`src/hw/rtl/orsb_pkg.sv`:
```
package orsb_pkg;

    // Fixed field widths
    localparam int BYTE_W = 8;
    localparam int LEN_W  = 16;
    localparam int LAP_W  = 32;
    localparam int IPOS_W = 4;
    localparam int LIM_W  = 7;

    // Item kinds
    typedef enum logic {
        KIND_WRITE = 1'b0,
        KIND_READ  = 1'b1
    } t_kind;

    // Read sequencer states
    typedef enum logic [2:0] {
        RD_IDLE,
        RD_CATCH,
        RD_FILL,
        RD_LEN,
        RD_STREAM,
        RD_EMPTY
    } t_rd_state;

endpackage

```
`src/hw/rtl/orsb_reader.sv`:
```
module orsb_reader #(
    parameter int SLOTS      = 8,
    parameter int SLOT_BYTES = 64
) (
    i_clk, i_rst_n, i_req, i_lap, i_pos, i_lim, o_idle,
    i_wr_pos, i_wr_lap,
    o_fl_rd_en, o_fl_rd_addr, i_fl_q,
    o_st_rd_en, o_st_rd_addr, i_st_q,
    o_out_valid, i_out_ready, o_rd_byte, o_rd_has_data, o_rd_last,
    o_out_lap, o_out_position
);
    import orsb_pkg::*;

    localparam int SW   = $clog2(SLOTS);
    localparam int PW   = SW + 1;
    localparam int CMPW = ((PW > IPOS_W) ? PW : IPOS_W) + 1;
    localparam int BIW  = (SLOT_BYTES > 1) ? $clog2(SLOT_BYTES) : 1;
    localparam int AW   = SW + BIW;
    localparam int FW   = $clog2(SLOT_BYTES + 1);
    localparam int CW   = $clog2(SLOT_BYTES + 1);
    localparam logic signed [CMPW-1:0] SLOTS_S = CMPW'(SLOTS);

    input  logic                      i_clk;
    input  logic                      i_rst_n;
    input  logic                      i_req;
    input  logic [LAP_W-1:0]          i_lap;
    input  logic signed [IPOS_W-1:0]  i_pos;
    input  logic [LIM_W-1:0]          i_lim;
    output logic                      o_idle;
    input  logic signed [PW-1:0]      i_wr_pos;
    input  logic [LAP_W-1:0]          i_wr_lap;
    output logic                      o_fl_rd_en;
    output logic [SW-1:0]             o_fl_rd_addr;
    input  logic [FW-1:0]             i_fl_q;
    output logic                      o_st_rd_en;
    output logic [AW-1:0]             o_st_rd_addr;
    input  logic [BYTE_W-1:0]         i_st_q;
    output logic                      o_out_valid;
    input  logic                      i_out_ready;
    output logic [BYTE_W-1:0]         o_rd_byte;
    output logic                      o_rd_has_data;
    output logic                      o_rd_last;
    output logic [LAP_W-1:0]          o_out_lap;
    output logic signed [IPOS_W-1:0]  o_out_position;

    t_rd_state r_state, n_state;

    logic [LAP_W-1:0]         r_lap;
    logic signed [CMPW-1:0]   r_pos;
    logic [LIM_W-1:0]         r_lim;
    logic [CW-1:0]            r_cnt;
    logic [CW-1:0]            r_idx;
    logic                     r_ovalid;
    logic                     r_ohas;
    logic                     r_olast;
    logic [LAP_W-1:0]         r_olap;
    logic signed [IPOS_W-1:0] r_opos;

    logic signed [CMPW-1:0] wpos_x;
    logic                   lapped;
    logic                   wrap;
    logic signed [CMPW-1:0] cu_pos;
    logic [LAP_W-1:0]       cu_lap;
    logic                   pos_ok;
    logic                   out_free;
    logic [LIM_W-1:0]       fill_x;
    logic [LIM_W-1:0]       n_lim;
    logic [LIM_W-1:0]       n_bytes;
    logic [CW-1:0]          idx_inc;
    logic                   load_empty;

    // Catch-up check against the writer cursor
    assign wpos_x = {{(CMPW - PW){i_wr_pos[PW-1]}}, i_wr_pos};
    assign lapped = ((r_pos <= wpos_x) && (r_lap < i_wr_lap)) ||
                    ((r_lap + LAP_W'(1)) < i_wr_lap);
    assign wrap   = (i_wr_pos == PW'(SLOTS - 1));
    assign cu_pos = wrap ? '0 : wpos_x + CMPW'(1);
    assign cu_lap = wrap ? i_wr_lap : i_wr_lap - LAP_W'(1);

    assign pos_ok   = (r_pos >= 0) && (r_pos < SLOTS_S);
    assign out_free = !r_ovalid || i_out_ready;

    // Byte count: min of limit, fill and slot size
    assign fill_x  = LIM_W'(i_fl_q);
    assign n_lim   = (r_lim < fill_x) ? r_lim : fill_x;
    assign n_bytes = (n_lim > LIM_W'(SLOT_BYTES)) ? LIM_W'(SLOT_BYTES) : n_lim;
    assign idx_inc = r_idx + CW'(1);

    // Next state
    always_comb begin
        n_state = r_state;
        unique case (r_state)
            RD_IDLE:   if (i_req) n_state = RD_CATCH;
            RD_CATCH:  n_state = RD_FILL;
            RD_FILL:   n_state = pos_ok ? RD_LEN : RD_EMPTY;
            RD_LEN:    n_state = (n_bytes == '0) ? RD_EMPTY : RD_STREAM;
            RD_STREAM: if (out_free && (idx_inc == r_cnt)) n_state = RD_IDLE;
            RD_EMPTY:  if (out_free) n_state = RD_IDLE;
            default:   n_state = RD_IDLE;
        endcase
    end

    // State outputs
    always_comb begin
        o_idle     = 1'b0;
        o_fl_rd_en = 1'b0;
        o_st_rd_en = 1'b0;
        load_empty = 1'b0;
        unique case (r_state)
            RD_IDLE:   o_idle = 1'b1;
            RD_CATCH:  ;
            RD_FILL:   o_fl_rd_en = pos_ok;
            RD_LEN:    ;
            RD_STREAM: o_st_rd_en = out_free;
            RD_EMPTY:  load_empty = out_free;
            default:   ;
        endcase
    end

    assign o_fl_rd_addr = r_pos[SW-1:0];
    assign o_st_rd_addr = {r_pos[SW-1:0], r_idx[BIW-1:0]};

    // Control registers
    always_ff @(posedge i_clk) begin
        if (!i_rst_n) begin
            r_state  <= RD_IDLE;
            r_ovalid <= 1'b0;
        end else begin
            r_state <= n_state;
            if (o_st_rd_en || load_empty) begin
                r_ovalid <= 1'b1;
            end else if (i_out_ready) begin
                r_ovalid <= 1'b0;
            end
        end
    end

    // Cursor, counters and output beat
    always_ff @(posedge i_clk) begin
        if (o_idle && i_req) begin
            r_lap <= i_lap;
            r_pos <= {{(CMPW - IPOS_W){i_pos[IPOS_W-1]}}, i_pos};
            r_lim <= i_lim;
        end
        if ((r_state == RD_CATCH) && lapped) begin
            r_lap <= cu_lap;
            r_pos <= cu_pos;
        end
        if (r_state == RD_LEN) begin
            r_cnt <= CW'(n_bytes);
            r_idx <= '0;
        end
        if (o_st_rd_en) begin
            r_idx   <= idx_inc;
            r_ohas  <= 1'b1;
            r_olast <= (idx_inc == r_cnt);
            r_olap  <= r_lap;
            r_opos  <= r_pos[IPOS_W-1:0];
        end else if (load_empty) begin
            r_ohas  <= 1'b0;
            r_olast <= 1'b1;
            r_olap  <= r_lap;
            r_opos  <= r_pos[IPOS_W-1:0];
        end
    end

    assign o_out_valid    = r_ovalid;
    assign o_rd_byte      = r_ohas ? i_st_q : '0;
    assign o_rd_has_data  = r_ohas;
    assign o_rd_last      = r_olast;
    assign o_out_lap      = r_olap;
    assign o_out_position = r_opos;

endmodule
```
`config.mk`:
```
export PLATFORM = sky130hd
export DESIGN_NAME = orsb_reader
export DESIGN_NICKNAME = d
export VERILOG_FILES = /design/src/hw/rtl/orsb_pkg.sv /design/src/hw/rtl/orsb_reader.sv
export SDC_FILE = /design/constraint.sdc
export NUM_CORES = 1
export LEC_CHECK = 0
export BUFFER_PORTS_ARGS = -buffer_cell sky130_fd_sc_hd__buf_2
export CORE_MARGIN = 2
export CORE_UTILIZATION = 55
export CTS_CLUSTER_SIZE = 10
export DETAILED_ROUTE_END_ITERATION = 10
export PLACE_DENSITY = 0.84
export SLEW_MARGIN = 20
export SYNTH_ARGS = -nofsm -noshare
export SYNTH_HDL_FRONTEND = slang
export SYNTH_SLANG_ARGS = --single-unit
export TNS_END_PERCENT = 10
```
`constraint.sdc`:
```
create_clock -name i_clk -period 5.7 [get_ports i_clk]
set_input_delay 1.425 -clock i_clk [delete_from_list [all_inputs] [get_ports i_clk]]
set_output_delay 1.425 -clock i_clk [all_outputs]
set_load 0.02 [all_outputs]
```
## Yosys cells after proc, flatten, opt, wreduce, memory -nomap -nowiden

Cells that the tools add are included.
Widths: inputs -> output; s select.

| word-level totals | value |
|---|---|
| register bits after elaboration | 100 |
| input bits | 98 |

| cells by class | value |
|---|---|
| add/subtract/negate cells | 4 |
| magnitude comparators | 7 |
| equal/unequal tests | 10 |
| muxes and demuxes | 29 |
| reduce and logical (&&, ||, !) cells | 16 |

Operator list:

| operator | number |
|---|---|
| $mux 32 | 5 |
| $lt 32x32->1 | 2 |
| $add 32x1->32 const B | 1 |
| $sub 32x1->32 const B | 1 |
| $mux 7 | 4 |
| $pmux 3 s6 | 1 |
| $mux 5 | 3 |
| $mux 3 | 4 |
| $mux 1 | 9 |
| $mux 4 | 2 |
| $mux 8 | 1 |
| $reduce_bool 2->1 | 4 |
| $add 7x1->7 const B | 1 |
| $eq 7x7->1 | 1 |
| $gt 7x7->1 const B | 1 |
| $logic_not 7->1 | 1 |
| $lt 7x7->1 | 1 |
| $eq 3x2->1 const B | 2 |
| $eq 3x3->1 const B | 2 |
| $ne 2x2->1 const B | 3 |
| $add 4x2->5 const B | 1 |
| $ge 5x1->1 const B | 1 |
| $le 5x4->1 | 1 |
| $logic_and 1x1->1 | 5 |
| 7 further kinds | 9 |

## Logic depth before layout (Yosys ltp)

Gate-level depths: netlist (run 1).

| logic depth | value |
|---|---|
| word-level depth | 7 |
| depth in mapped cells | 18 |
| gate-level depth less buffers | 15 |

## Worst setup path after synthesis (run 1)

No wires, ideal clock.

| path | value |
|---|---|
| path type | register to register |
| start point | reg r_lap[5] |
| end point | reg r_lap[0], enable pin |
| setup time | 517 ps |
| arrival time | 4512 ps |
| slack | 672 ps |
| cell stages (with the launch flop) | 18 |
| path buffers | 3 |
| cell sequence | edfxtp_1 -> and3_1 -> and3_1 -> nand2_1 -> nor3_1 -> and4_1 -> clkbuf_1 -> nand4_1 -> xnor2_1 -> ha_1 -> nand4_1 -> nor4_1 -> o311a_1 -> a2111oi_0 -> a22oi_1 -> clkbuf_1 -> clkbuf_1 -> nand2b_1 |

| between the ends | value |
|---|---|
| cells in the longest elaborated chain, start to end | 5 |
| elaborated cells on any way between the ends | 7 |

Ends and longest elaborated chain:

| element | RTL line | text |
|---|---|---|
| start: declaration | orsb_reader.sv:48 | `logic [LAP_W-1:0] r_lap;` |
| start signal: assignment | orsb_reader.sv:141 | `r_lap <= i_lap;` |
| start signal: assignment | orsb_reader.sv:146 | `r_lap <= cu_lap;` |
| $add 32x1->32 / $lt 32x32->1 (equally long branches) | orsb_reader.sv:75, orsb_reader.sv:74 |  |
| $lt 32x32->1 / $logic_and 1x1->1 (equally long branches) | orsb_reader.sv:75, orsb_reader.sv:74 |  |
| $logic_or 1x1->1 * | orsb_reader.sv:74 | `assign lapped = ((r_pos <= wpos_x) && (r_lap < i_wr_lap)) \|\|` |
| $logic_and 1x1->1 * | orsb_reader.sv:145 | `if ((r_state == RD_CATCH) && lapped) begin` |
| $reduce_bool 2->1 (no source line) * | n/a |  |

Every way passes the cells marked *; elsewhere a longest branch is shown, timed or not.
A chain may end at the register's enable or synchronous reset.

## Worst setup path after layout (run 1)

| path | value |
|---|---|
| start point | reg r_lap[5] |
| end point | reg r_lap[19], enable pin |

The elaborated chain is that of the path after synthesis.

==> metrics.md, run 1 <==
| Metric | Value |
|---|---|
| Ys Warns | 0 |
| Crit path launch | r_lap[5] |
| FF-to-FF path depth | 15 |
| Pwr Total | between 2000 and 2500 µW |
| Reg2reg end | r_lap[19] |
| Cell variety after synth | 50 |
| HPWL Detailed | around 13000 µm |
| CP max FO | 37 |
| WP depth | 15 |
| Initial Utilization | 0.5683 |
| Final hold vios | 0 |
| Total iterations of the first detailed-routing run | 5 |
| Synth area leaders | edfxtp_1 41%, ha_1 14%, xnor2_1 7.6% |
| WL met3 | 1113 µm |
| Simple-gate share of the synthesized area | 0.1606 |
| Worst-case clock buffer depth | 2 |
| Synthesized area | about 0.0069 mm² |
| CTS tree | done |
| M1 WL | approximately 6900 µm |
| IO Pins | 160 |
| HP Class | reg2reg |
| Worst Hold Launch | r_pos[3] |
| Avg WL per Cell | 17.19 µm |
| Pwr dens | 278.0 mW/mm² |
| FP Rows | 40 |
| TNS Setup | 0 ns |
| CP Buf/Inv Count | 1 |
| Post-Synth XOR/XNOR Area | 0.09124 |
| GRT overflow | 0 |
| Placer Congestion | 0.8754 |
| Vias in the first global route | 5481 |
| Share of cells above drive strength 1 | 0.2718 |
| CTS Sinks | 100 |
| Die W | 116.1 µm |
| Cell count of the worst hold path | 0 |
| Multi-input logic area | 0.003646 mm² |
| Max incr delay on CP | roughly 0.6 ns |
| Largest delay share family, worst path | simple AND/OR/NAND/NOR gates |
| Worst Tran Pin Value | 0.9709 ns |
| Root buffer cell | clkbuf_16 |
| Status | complete, no violations |
| Routed wl met2 | 8215 µm |
| Fin crit period | roughly 5.0 ns |
| Setup Skew | 0.007404 ns |
| FMAX | approximately 200 MHz |
| H-tree Lvls | 3 |
| Largest family of logic cells by synthesized area | simple AND/OR/NAND/NOR gates |
| Dominant cell type by area after synthesis | edfxtp_1 |
| Final worst-path cycle share | 0.8803 |
| Initial antenna violation count | 1 |
| Post-synthesis adder-cell area fraction | 0.1394 |
| Reg clk slew, reported paths | approximately 0.07 ns |
| Lkg Pwr | around 0.0034 µW |
| Syn Area/Cell | 10.63 µm² |
| Critical path data arrival time | 4.91 ns |
| Maximum vdd drop | 0.1622 mV |
| Max Used Layer | met4 |
| # Post-CTS Setup Buffers | 0 |
| Unrepaired setup endpoints after global routing | false |
| Die area | 0.01348 mm² |
| Post-cts hold buffer count | 0 |
| Synth Register Bits | 100 |
| Compound-Gate Fraction of Synth Area | 0.07060 |
| Final nets | 973 |
| CP max-delay cell | nand2b_2 |
| Register area | 0.002953 mm² |
| Crit path capture type | flop |
| Num CTS Buffers | 9 |
| Top-area cell type share of the netlist area | 0.4127 |
| Final Setup Violations | 0 |
| Critical path class | reg2reg |
| Number of synthesized flops with an enable pin | 95 |
| Fillers | between 900 and 1000 |
| Die H | 116.1 µm |
| Largest net degree at the start of global routing | 39 |
| Net count after synthesis | 825 |
| Crit path cell chain | and3_1 > and3_1 > nand2_1 > nor3_1 > and4_1 > nand4_1 > xnor2_1 > ha_1 > nand4_1 > nor4_1 > o311a_1 > a2111oi_0 > a22oi_2 > buf_4 > nand2b_2 |
| Clk_lat worst skew | 0.36 ns |
| DR iter-0 viols | 368 |
| Multiplexer share of the synthesized area | 0.06463 |
| Crit Reg-Reg Startpoint | r_lap[5] |
| Core Area | roughly 0.012 mm² |
| Post-CTS Resized | 0 |
| Synth async-reset ratio | 0 |
| Post-Syn Instances | 650 |
| Synth Flop Type | edfxtp_1 |
| Maxcap violations | 0 |
| WP data required | roughly 5.6 ns |
| Post-Route WL | between 15000 and 20000 µm |
| Register-to-Register Setup Slack | between 0.6 and 0.7 ns |
| Total GRT Usage | 0.2539 |
| P&R area growth vs syn | 16.98% |
| Antenna violation net count after detailed routing | 0 |
| DR vias/cell | 5.704 |
| Max-slew violation count | 0 |
| DR DRC count | 0 |
| Relative slew slack | 0.3527 |
| First-pass GRT wire length | about 26000 µm |
| Crit start category | flop |
| # port buffers | 159 |
| Proportion of synthesized chip area in sequential cells | 0.4272 |
| Vias | about 5500 |
| Termination of the worst setup path | r_lap[19] |
## registers in the layout (all words and copies together) (netlist names)
register        count
r_state             3
r_lap              32
r_idx               7
r_pos               5
o_out_valid         1
o_out_lap          32
r_lim               7
o_rd_has_data       1
r_cnt               7
o_rd_last           1
o_out_position      4
## kinds of logic after synthesis
family	Yosys count
XOR/XNOR	72
AND/OR/NAND/NOR	209
AO/OA/AOI/OAI	81
flip-flops	100
adder cells (fa/ha/maj)	77
buffers and inverters	71
multiplexers	40
## per-layer routing
metal / GRT usage / up-vias
met3: 0.04307 / 38
met1: 0.3149 / 2633
met2: 0.4409 / 218
met5: 0 / -
met4: 0.1071 / 0
li1: - / 2650
## power breakdown
| part | switching (µW) | internal (µW) | total, µW |
|---|---|---|---|
| logic | 355 | 273 | 627 |
| clock network | 271 | 336 | 607 |
| registers | 90.8 | 923 | 1010 |
| total | 717 | 1530 | 2250 |
## Yosys cell counts (all sizes together), types with 10 or more instances
library cell,count
edfxtp,95
ha,77
xnor2,60
inv,46
nor2,42
mux2,37
nand2,37
a21oi,34
nand3,28
nand4,19
o21ai,19
nor3,16
buf,14
nor4,12
xor2,12
and2,11
clkbuf,11
and3,10
nand2b,10
nor2b,10
## worst min-delay path by stage
| stage | slack, ns | to |
|---|---|---|
| after floorplan | 0.46 | o_out_position[3] |
| after global placement | 0.48 | o_out_position[3] |
| after detailed placement | 0.49 | o_out_position[3] |
| after CTS | 0.50 | o_out_position[3] |
| after global routing | 0.52 | o_out_position[3] |
| final | 0.50 | o_out_position[3] |
## through the flow
step	cells	cell area (µm²)	hold WS, ns	setup WS, ns	util
6_report	971	8085	0.5013	0.6824	0.6648
5_1_grt	971	8085	0.5201	0.3370	0.6648
4_1_cts	970	8083	0.5008	0.7285	0.6646
3_5_place_dp	955	7800	0.4856	0.7781	0.6414
3_3_place_gp	955	7800	0.4827	1.016	0.6414
2_1_floorplan	650	6912	0.4557	0.6715	-
## cell type report
cell class | count | area share
antenna | 1 | 0.0003095
clock buffer | 10 | 0.02832
clock inverter | 5 | 0.006654
inverter | 46 | 0.02136
multi-input combinational | 479 | 0.4509
sequential | 100 | 0.3652
tap | 168 | 0.02600
timing repair buffer | 162 | 0.1012
## cells in the final DEF, fill, tap and decap left out, types with 3 or more instances in the layout
cell / n
buf_2: 159
edfxtp_1: 95
ha_1: 77
xnor2_1: 60
inv_1: 46
nor2_1: 42
nand2_1: 37
mux2_2: 37
a21oi_1: 34
nand3_1: 28
nand4_1: 19
o21ai_0: 18
nor3_1: 14
xor2_1: 12
and2_1: 11
nor4_1: 11
nor2b_1: 10
and3_1: 10
nand2b_1: 9
clkbuf_16: 9
a21o_1: 5
dfxtp_1: 5
and4_1: 4
a211oi_1: 3
mux2i_1: 3
or4_1: 3
a21boi_0: 3
o311a_1: 3
buf_4: 3
## worst register-to-register path, delay by kind of cell (launching register included)
| family | cells | cell delay [ns] |
|---|---|---|
| compound gates | 3 | 0.56 |
| xor+xnor | 1 | 0.17 |
| fa+ha+maj | 1 | 0.31 |
| buf+inv | 1 | 0.32 |
| flops | 1 | 0.45 |
| simple gates | 9 | 2.75 |
(Power assumes the default switching activity.)
==> run 2, diff against run 1 <==
Settings changed: CELL_PAD_IN_SITES_DETAIL_PLACEMENT set to 1, CELL_PAD_IN_SITES_GLOBAL_PLACEMENT set to 1, CORE_UTILIZATION 55 to 43, PLACE_DENSITY 0.84 to 0.85.
==> run 2 against run 1 <==
Effect of this change:
- clock-buffer cell count up 3
- maximum frequency up 8.8%
- largest power group unchanged
- first-iteration DRC count down 48%
- critical endpoint is now r_lap[7]
==> metrics.md, run 2 (same netlist as run 1, synthesis figures left out) <==
| Metric | Value |
|---|---|
| Largest delay share family, worst path | simple AND/OR/NAND/NOR gates |
| Total iterations of the first detailed-routing run | 5 |
| HP Class | reg2reg |
| Vias | approximately 5500 |
| Worst-case clock buffer depth | 2 |
| Final Setup Violations | 0 |
| P&R area growth vs syn | 17.92% |
| Relative slew slack | 0.3657 |
| Maximum vdd drop | 0.1434 mV |
| Final worst slack | 1.086 ns |
| Cell count of the worst hold path | 0 |
| WHS | 0.4997 ns |
| CP max-delay cell | nor4_1 |
| Setup Skew | between 0.01 and 0.015 ns |
| Core Area | about 0.016 mm² |
| Worst Tran Pin Value | 0.9415 ns |
| DR DRC count | 0 |
| Pwr Total | 2228 µW |
| Status | complete, no violations |
| Reg clk slew, reported paths | approximately 0.080 ns |
| Crit start category | flop |
| Share of cells above drive strength 1 | 0.2733 |
| Root buffer cell | clkbuf_16 |
| FF-to-FF path depth | 15 |
| TNS Setup | 0 ns |
| Initial Utilization | 0.4383 |
| CTS Sinks | 100 |
| Antenna violation net count after detailed routing | 0 |
| Fillers | 1851 |
| Non-Filler Instances | 1023 |
| Lkg Pwr | 0.003403 µW |
| Fin crit period | 4.614 ns |
| Largest net degree at the start of global routing | 39 |
| Termination of the worst setup path | r_lap[7] |
| Num CTS Buffers | 9 |
| H-tree Lvls | 3 |
| WP depth | 15 |
| Max-slew violation count | 0 |
| Die W | around 130 µm |
| # Post-CTS Setup Buffers | 0 |
| Cells after DPL | 1005 |
| FMAX | approximately 220 MHz |
| WP data required | 5.81 ns |
| Most frequent cells in the layout | 159 x buf_2, 95 x edfxtp_1, 77 x ha_1 |
| Pwr dens | 273.4 mW/mm² |
| CP max FO | 23 |
| Max incr delay on CP | 0.47 ns |
| Critical path data arrival time | 4.72 ns |
| Placer Congestion | 0.8321 |
| Final nets | 975 |
| Crit path capture type | flop |
| GRT overflow | 0 |
| CP Buf/Inv Count | 1 |
| IO Pins | 160 |
| HPWL Detailed | 14460 µm |
| Crit path launch | r_lap[5] |
| Die H | between 100 and 150 µm |
| Most common cell after layout, fill and taps aside | buf_2 |
| Initial antenna violation count | 2 |
| Final worst-path cycle share | 0.8094 |
| Crit Reg-Reg Startpoint | r_lap[5] |
| CTS tree | done |
| Unrepaired setup endpoints after global routing | false |
| Maxcap violations | 0 |
| FP Rows | 46 |
| Critical path class | reg2reg |
| DR vias/cell | 5.378 |
| Total GRT Usage | 0.2200 |
| First-pass GRT wire length | around 29000 µm |
| Pre-CTS WS | approximately 1.0 ns |
| Vias in the first global route | 5708 |
| Clk_lat worst skew | 0.36 ns |
| # port buffers | 159 |
| Avg WL per Cell | ~18 µm |
| Crit path cell chain | and3_1 > and3_1 > nand2_1 > nor3_1 > and4_1 > nand4_1 > xnor2_1 > ha_1 > nand4_1 > nor4_1 > o311a_1 > a2111oi_0 > a22oi_2 > buf_4 > mux2_2 |
| Register-to-Register Setup Slack | 1.09 ns |
| Post-cts hold buffer count | 0 |
| Post-CTS Resized | 0 |
| Reg2reg end | r_lap[7] |
| Die area | 0.01710 mm² |
| Post-Route WL | about 18000 µm |
| Final hold vios | 0 |
| DR iter-0 viols | 190 |
## run 2: cell count changes in the layout (fill, tap and decap cells not counted), sizes merged
cell	previous run	this run
bufinv	1	0
buf	162	164
clkbuf	10	13
inv	46	45
diode	1	2
## run 2: metrics by stage
stage | utilization | area, µm²
floorplan | - | 6912
global placement | 0.4994 | 7875
detailed placement | 0.4994 | 7875
CTS | 0.5162 | 8140
global route | 0.5168 | 8150
finish | 0.5168 | 8150
## run 2: cell type report
type,count,area (µm²),area share
inverter,46,172.7,0.02119
clock buffer,13,240.2,0.02947
timing repair buffer,164,833.3,0.1022
sequential,100,2953,0.3623
clock inverter,3,25.02,0.003070
antenna,2,5.005,0.0006141
multi-input combinational,479,3651,0.4480
tap,216,270.3,0.03316
## run 2: how the worst min path moves through the flow
stage,startpoint,end,slack [ns]
4_1_cts,r_pos[3],o_out_position[3],0.50
3_3_place_gp,r_pos[3],o_out_position[3],0.48
5_1_grt,r_pos[3],o_out_position[3],0.53
3_5_place_dp,r_pos[0],o_out_position[0],0.48
6_report,r_pos[0],o_out_position[0],0.50
2_1_floorplan,r_pos[3],o_out_position[3],0.46
## run 2: worst reg2reg max path: cells and delay by family (launching register included)
kind                     cells  cell delay (ns)
AO/OA/AOI/OAI                3             0.63
XOR/XNOR                     1             0.16
adder cells (fa/ha/maj)      1             0.30
buffers and inverters        1             0.38
flip-flops                   1             0.45
multiplexers                 1             0.41
AND/OR/NAND/NOR              8             2.04
## run 2: metal layers
metal | share of wire | up-vias | global-route usage
li1 | - | 2663 | -
met1 | 0.44 | 2674 | 0.2693
met2 | 0.50 | 126 | 0.3839
met3 | 0.038 | 39 | 0.03054
met4 | 0.031 | 0 | 0.1039
met5 | 0 | - | 0
## run 2: report_power, final
part,switching [µW],internal (µW)
sequential,94.1,922
clock,276,299
combinational,363,275
total,733,1500
==> run 3, diff against run 2 <==
Settings changed: CORE_UTILIZATION 43 to 38, PLACE_DENSITY 0.85 to 0.8.
Clock period 5.7 ns to 3.7 ns, I/O delays scaled along.
==> run 3 against run 2 <==
Effect of this change:
- the run now ends with setup timing left
- worst hold slack better by 0.010 ns
- sequential power up 47%
- clock-buffer cell count fell by 4
- sequential share of layout area down 3.6 points
- worst setup slack got worse by 1.3 ns
- final area rose by 11%
- critical path depth rose by 2
- cell count increased by 9.0%
- sequential cell count stayed put
- register-to-register slack got worse by 1.3 ns
- combinational power rose by 110%
- critical endpoint is now r_lap[28]
- largest cell class unchanged
- highest routed layer unchanged
==> metrics.md, run 3 (same netlist as run 1, synthesis figures left out) <==
| Metric | Value |
|---|---|
| Status | finished with violations |
| Failing checks | setup timing |
| DR iter-0 viols | 223 |
| Cell count of the worst hold path | 0 |
| Pwr Total | 3754 µW |
| CP Buf/Inv Count | 3 |
| Final worst slack | -0.1976 ns |
| Total iterations of the first detailed-routing run | 4 |
| Crit path launch | r_lap[7] |
| IO Pins | 160 |
| Die area | between 0.015 and 0.02 mm² |
| M1 WL | 9049 µm |
| Crit path capture type | flop |
| Reg2reg end | r_lap[28] |
| Relative slew slack | 0.3310 |
| Multi-input logic area | between 0.003 and 0.004 mm² |
| Routed wl met2 | 10460 µm |
| Register area | 0.002953 mm² |
| GRT overflow | 0 |
| Maximum vdd drop | around 0.23 mV |
| Setup Skew | 0.009865 ns |
| Worst Hold Launch | r_pos[2] |
| Num CTS Buffers | 9 |
| TNS Setup | -11.00 ns |
| Maxcap violations | 0 |
| Share of cells above drive strength 1 | 0.3605 |
| Final worst-path cycle share | 1.053 |
| Critical path class | reg2reg |
| Critical path data arrival time | 4.00 ns |
| DR DRC count | 0 |
| Placer Congestion | 0.8759 |
| Worst Tran Pin Value | approximately 1 ns |
| CTS Sinks | 100 |
| Vias | 5861 |
| Fin crit period | 3.898 ns |
| Root buffer cell | clkbuf_16 |
| Lkg Pwr | 0.003963 µW |
| Vias in the first global route | ~6300 |
| DR vias/cell | 5.257 |
| Final hold vios | 0 |
| Post-Route WL | 20890 µm |
| Crit start category | flop |
| Initial antenna violation count | 1 |
| CP max FO | 8 |
| Max incr delay on CP | 0.36 ns |
| WP depth | 17 |
| Register-to-Register Setup Slack | -0.20 ns |
| Worst-case clock buffer depth | 2 |
| Max-slew violation count | 0 |
| CP max-delay cell | edfxtp_1 |
| Most common cell after layout, fill and taps aside | buf_2 |
| FP Rows | 49 |
| CTS tree | done |
| HPWL Detailed | 15940 µm |
| Total GRT Usage | 0.2151 |
| FMAX | roughly 260 MHz |
| Die W | 138.9 µm |
| Fillers | 2053 |
| Final core occ | 0.5049 |
| HP Class | reg2reg |
| P&R area growth vs syn | 30.77% |
| Crit Reg-Reg Startpoint | r_lap[7] |
| Avg WL per Cell | between 15 and 20 µm |
| Non-Filler Instances | between 1000 and 1500 |
| WL met3 | 870 µm |
| Clk_lat worst skew | 0.36 ns |
| # port buffers | around 160 |
| Termination of the worst setup path | r_lap[28] |
| Crit path cell chain | and3_4 > and3_4 > nand2_4 > nor3_4 > and4_4 > buf_6 > nand3_2 > xnor2_1 > ha_1 > nand4_1 > nor4_4 > o311a_1 > a2111oi_2 > a22oi_2 > buf_6 > buf_12 > mux2_2 |
| Final nets | ~1100 |
| Final Setup Violations | 74 |
| Max Used Layer | met4 |
| H-tree Lvls | 3 |
| Reg clk slew, reported paths | 0.08 ns |
| First-pass GRT wire length | 32950 µm |
| Largest delay share family, worst path | simple AND/OR/NAND/NOR gates |
| Die H | 138.9 µm |
| FF-to-FF path depth | 17 |
| Core Area | about 0.018 mm² |
| Pwr dens | slightly above 400 mW/mm² |
| Initial Utilization | 0.3861 |
| Most frequent cells in the layout | 159 x buf_2, 95 x edfxtp_1, 77 x ha_1 |
| WP data required | approximately 3.8 ns |
| Largest net degree at the start of global routing | 39 |
| Post-cts hold buffer count | 0 |
| Unrepaired setup endpoints after global routing | true |
| Cells after DPL | 1084 |
| Antenna violation net count after detailed routing | 0 |
==> run 3: timing repair <==
| item | CTS | global route |
|---|---|---|
| pin swaps | 6 | 9 |
| buffers inserted | 10 | 2 |
| gates resized for setup | 30 | 14 |
| gates cloned | 1 | 1 |
| setup endpoints to repair | 74 | 74 |
==> run 3: worst register-to-register path: cells and delay by family, from the launching register on <==
kind                       cells  cell delay, ns
and+or+nand+nor                8            1.50
xor gates and xnor gates       1            0.14
adders and majority gates      1            0.30
buffers and inverters          3            0.45
DFF                            1            0.36
AOI/OAI and AO/OA              3            0.56
muxes                          1            0.33
==> run 3: per-layer routing <==
| layer | up-vias | global-route usage |
|---|---|---|
| met2 | 133 | 0.3809 |
| met3 | 36 | 0.03936 |
| met1 | 2861 | 0.2654 |
| met5 | - | 0 |
| li1 | 2831 | - |
| met4 | 0 | 0.06964 |
==> run 3: report_power, final <==
part           total, µW  internal [µW]  switching, µW
Combinational       1310            610            700
Clock                939            468            471
Sequential          1500           1420           89.8
Total               3750           2490           1260
==> run 3: area by class of cell <==
cell class	count	share of cell area
sequential	100	0.3267
clock inverter	7	0.006506
clock buffer	9	0.02492
antenna	1	0.0002769
multi-input combinational	479	0.4194
inverter	46	0.01910
timing repair buffer	244	0.1714
tap	229	0.03170
==> run 3: through the flow <==
step           hold slack [ns]  cell area [µm²]  setup WS (ns)
2_1_floorplan           0.4557             6974        -0.1469
3_3_place_gp            0.4863             8452        -0.1647
3_5_place_dp            0.4993             8452        -0.3115
4_1_cts                 0.5115             8945        -0.1157
5_1_grt                 0.5310             9036        -0.3792
6_report                0.5097             9039        -0.1976
==> run 3: worst min path at each step <==
stage	slack [ns]	endpoint
2_1_floorplan	0.46	o_out_position[3]
3_3_place_gp	0.49	o_out_position[2]
3_5_place_dp	0.50	o_out_position[2]
4_1_cts	0.51	o_out_position[2]
5_1_grt	0.53	o_out_position[2]
6_report	0.51	o_out_position[2]
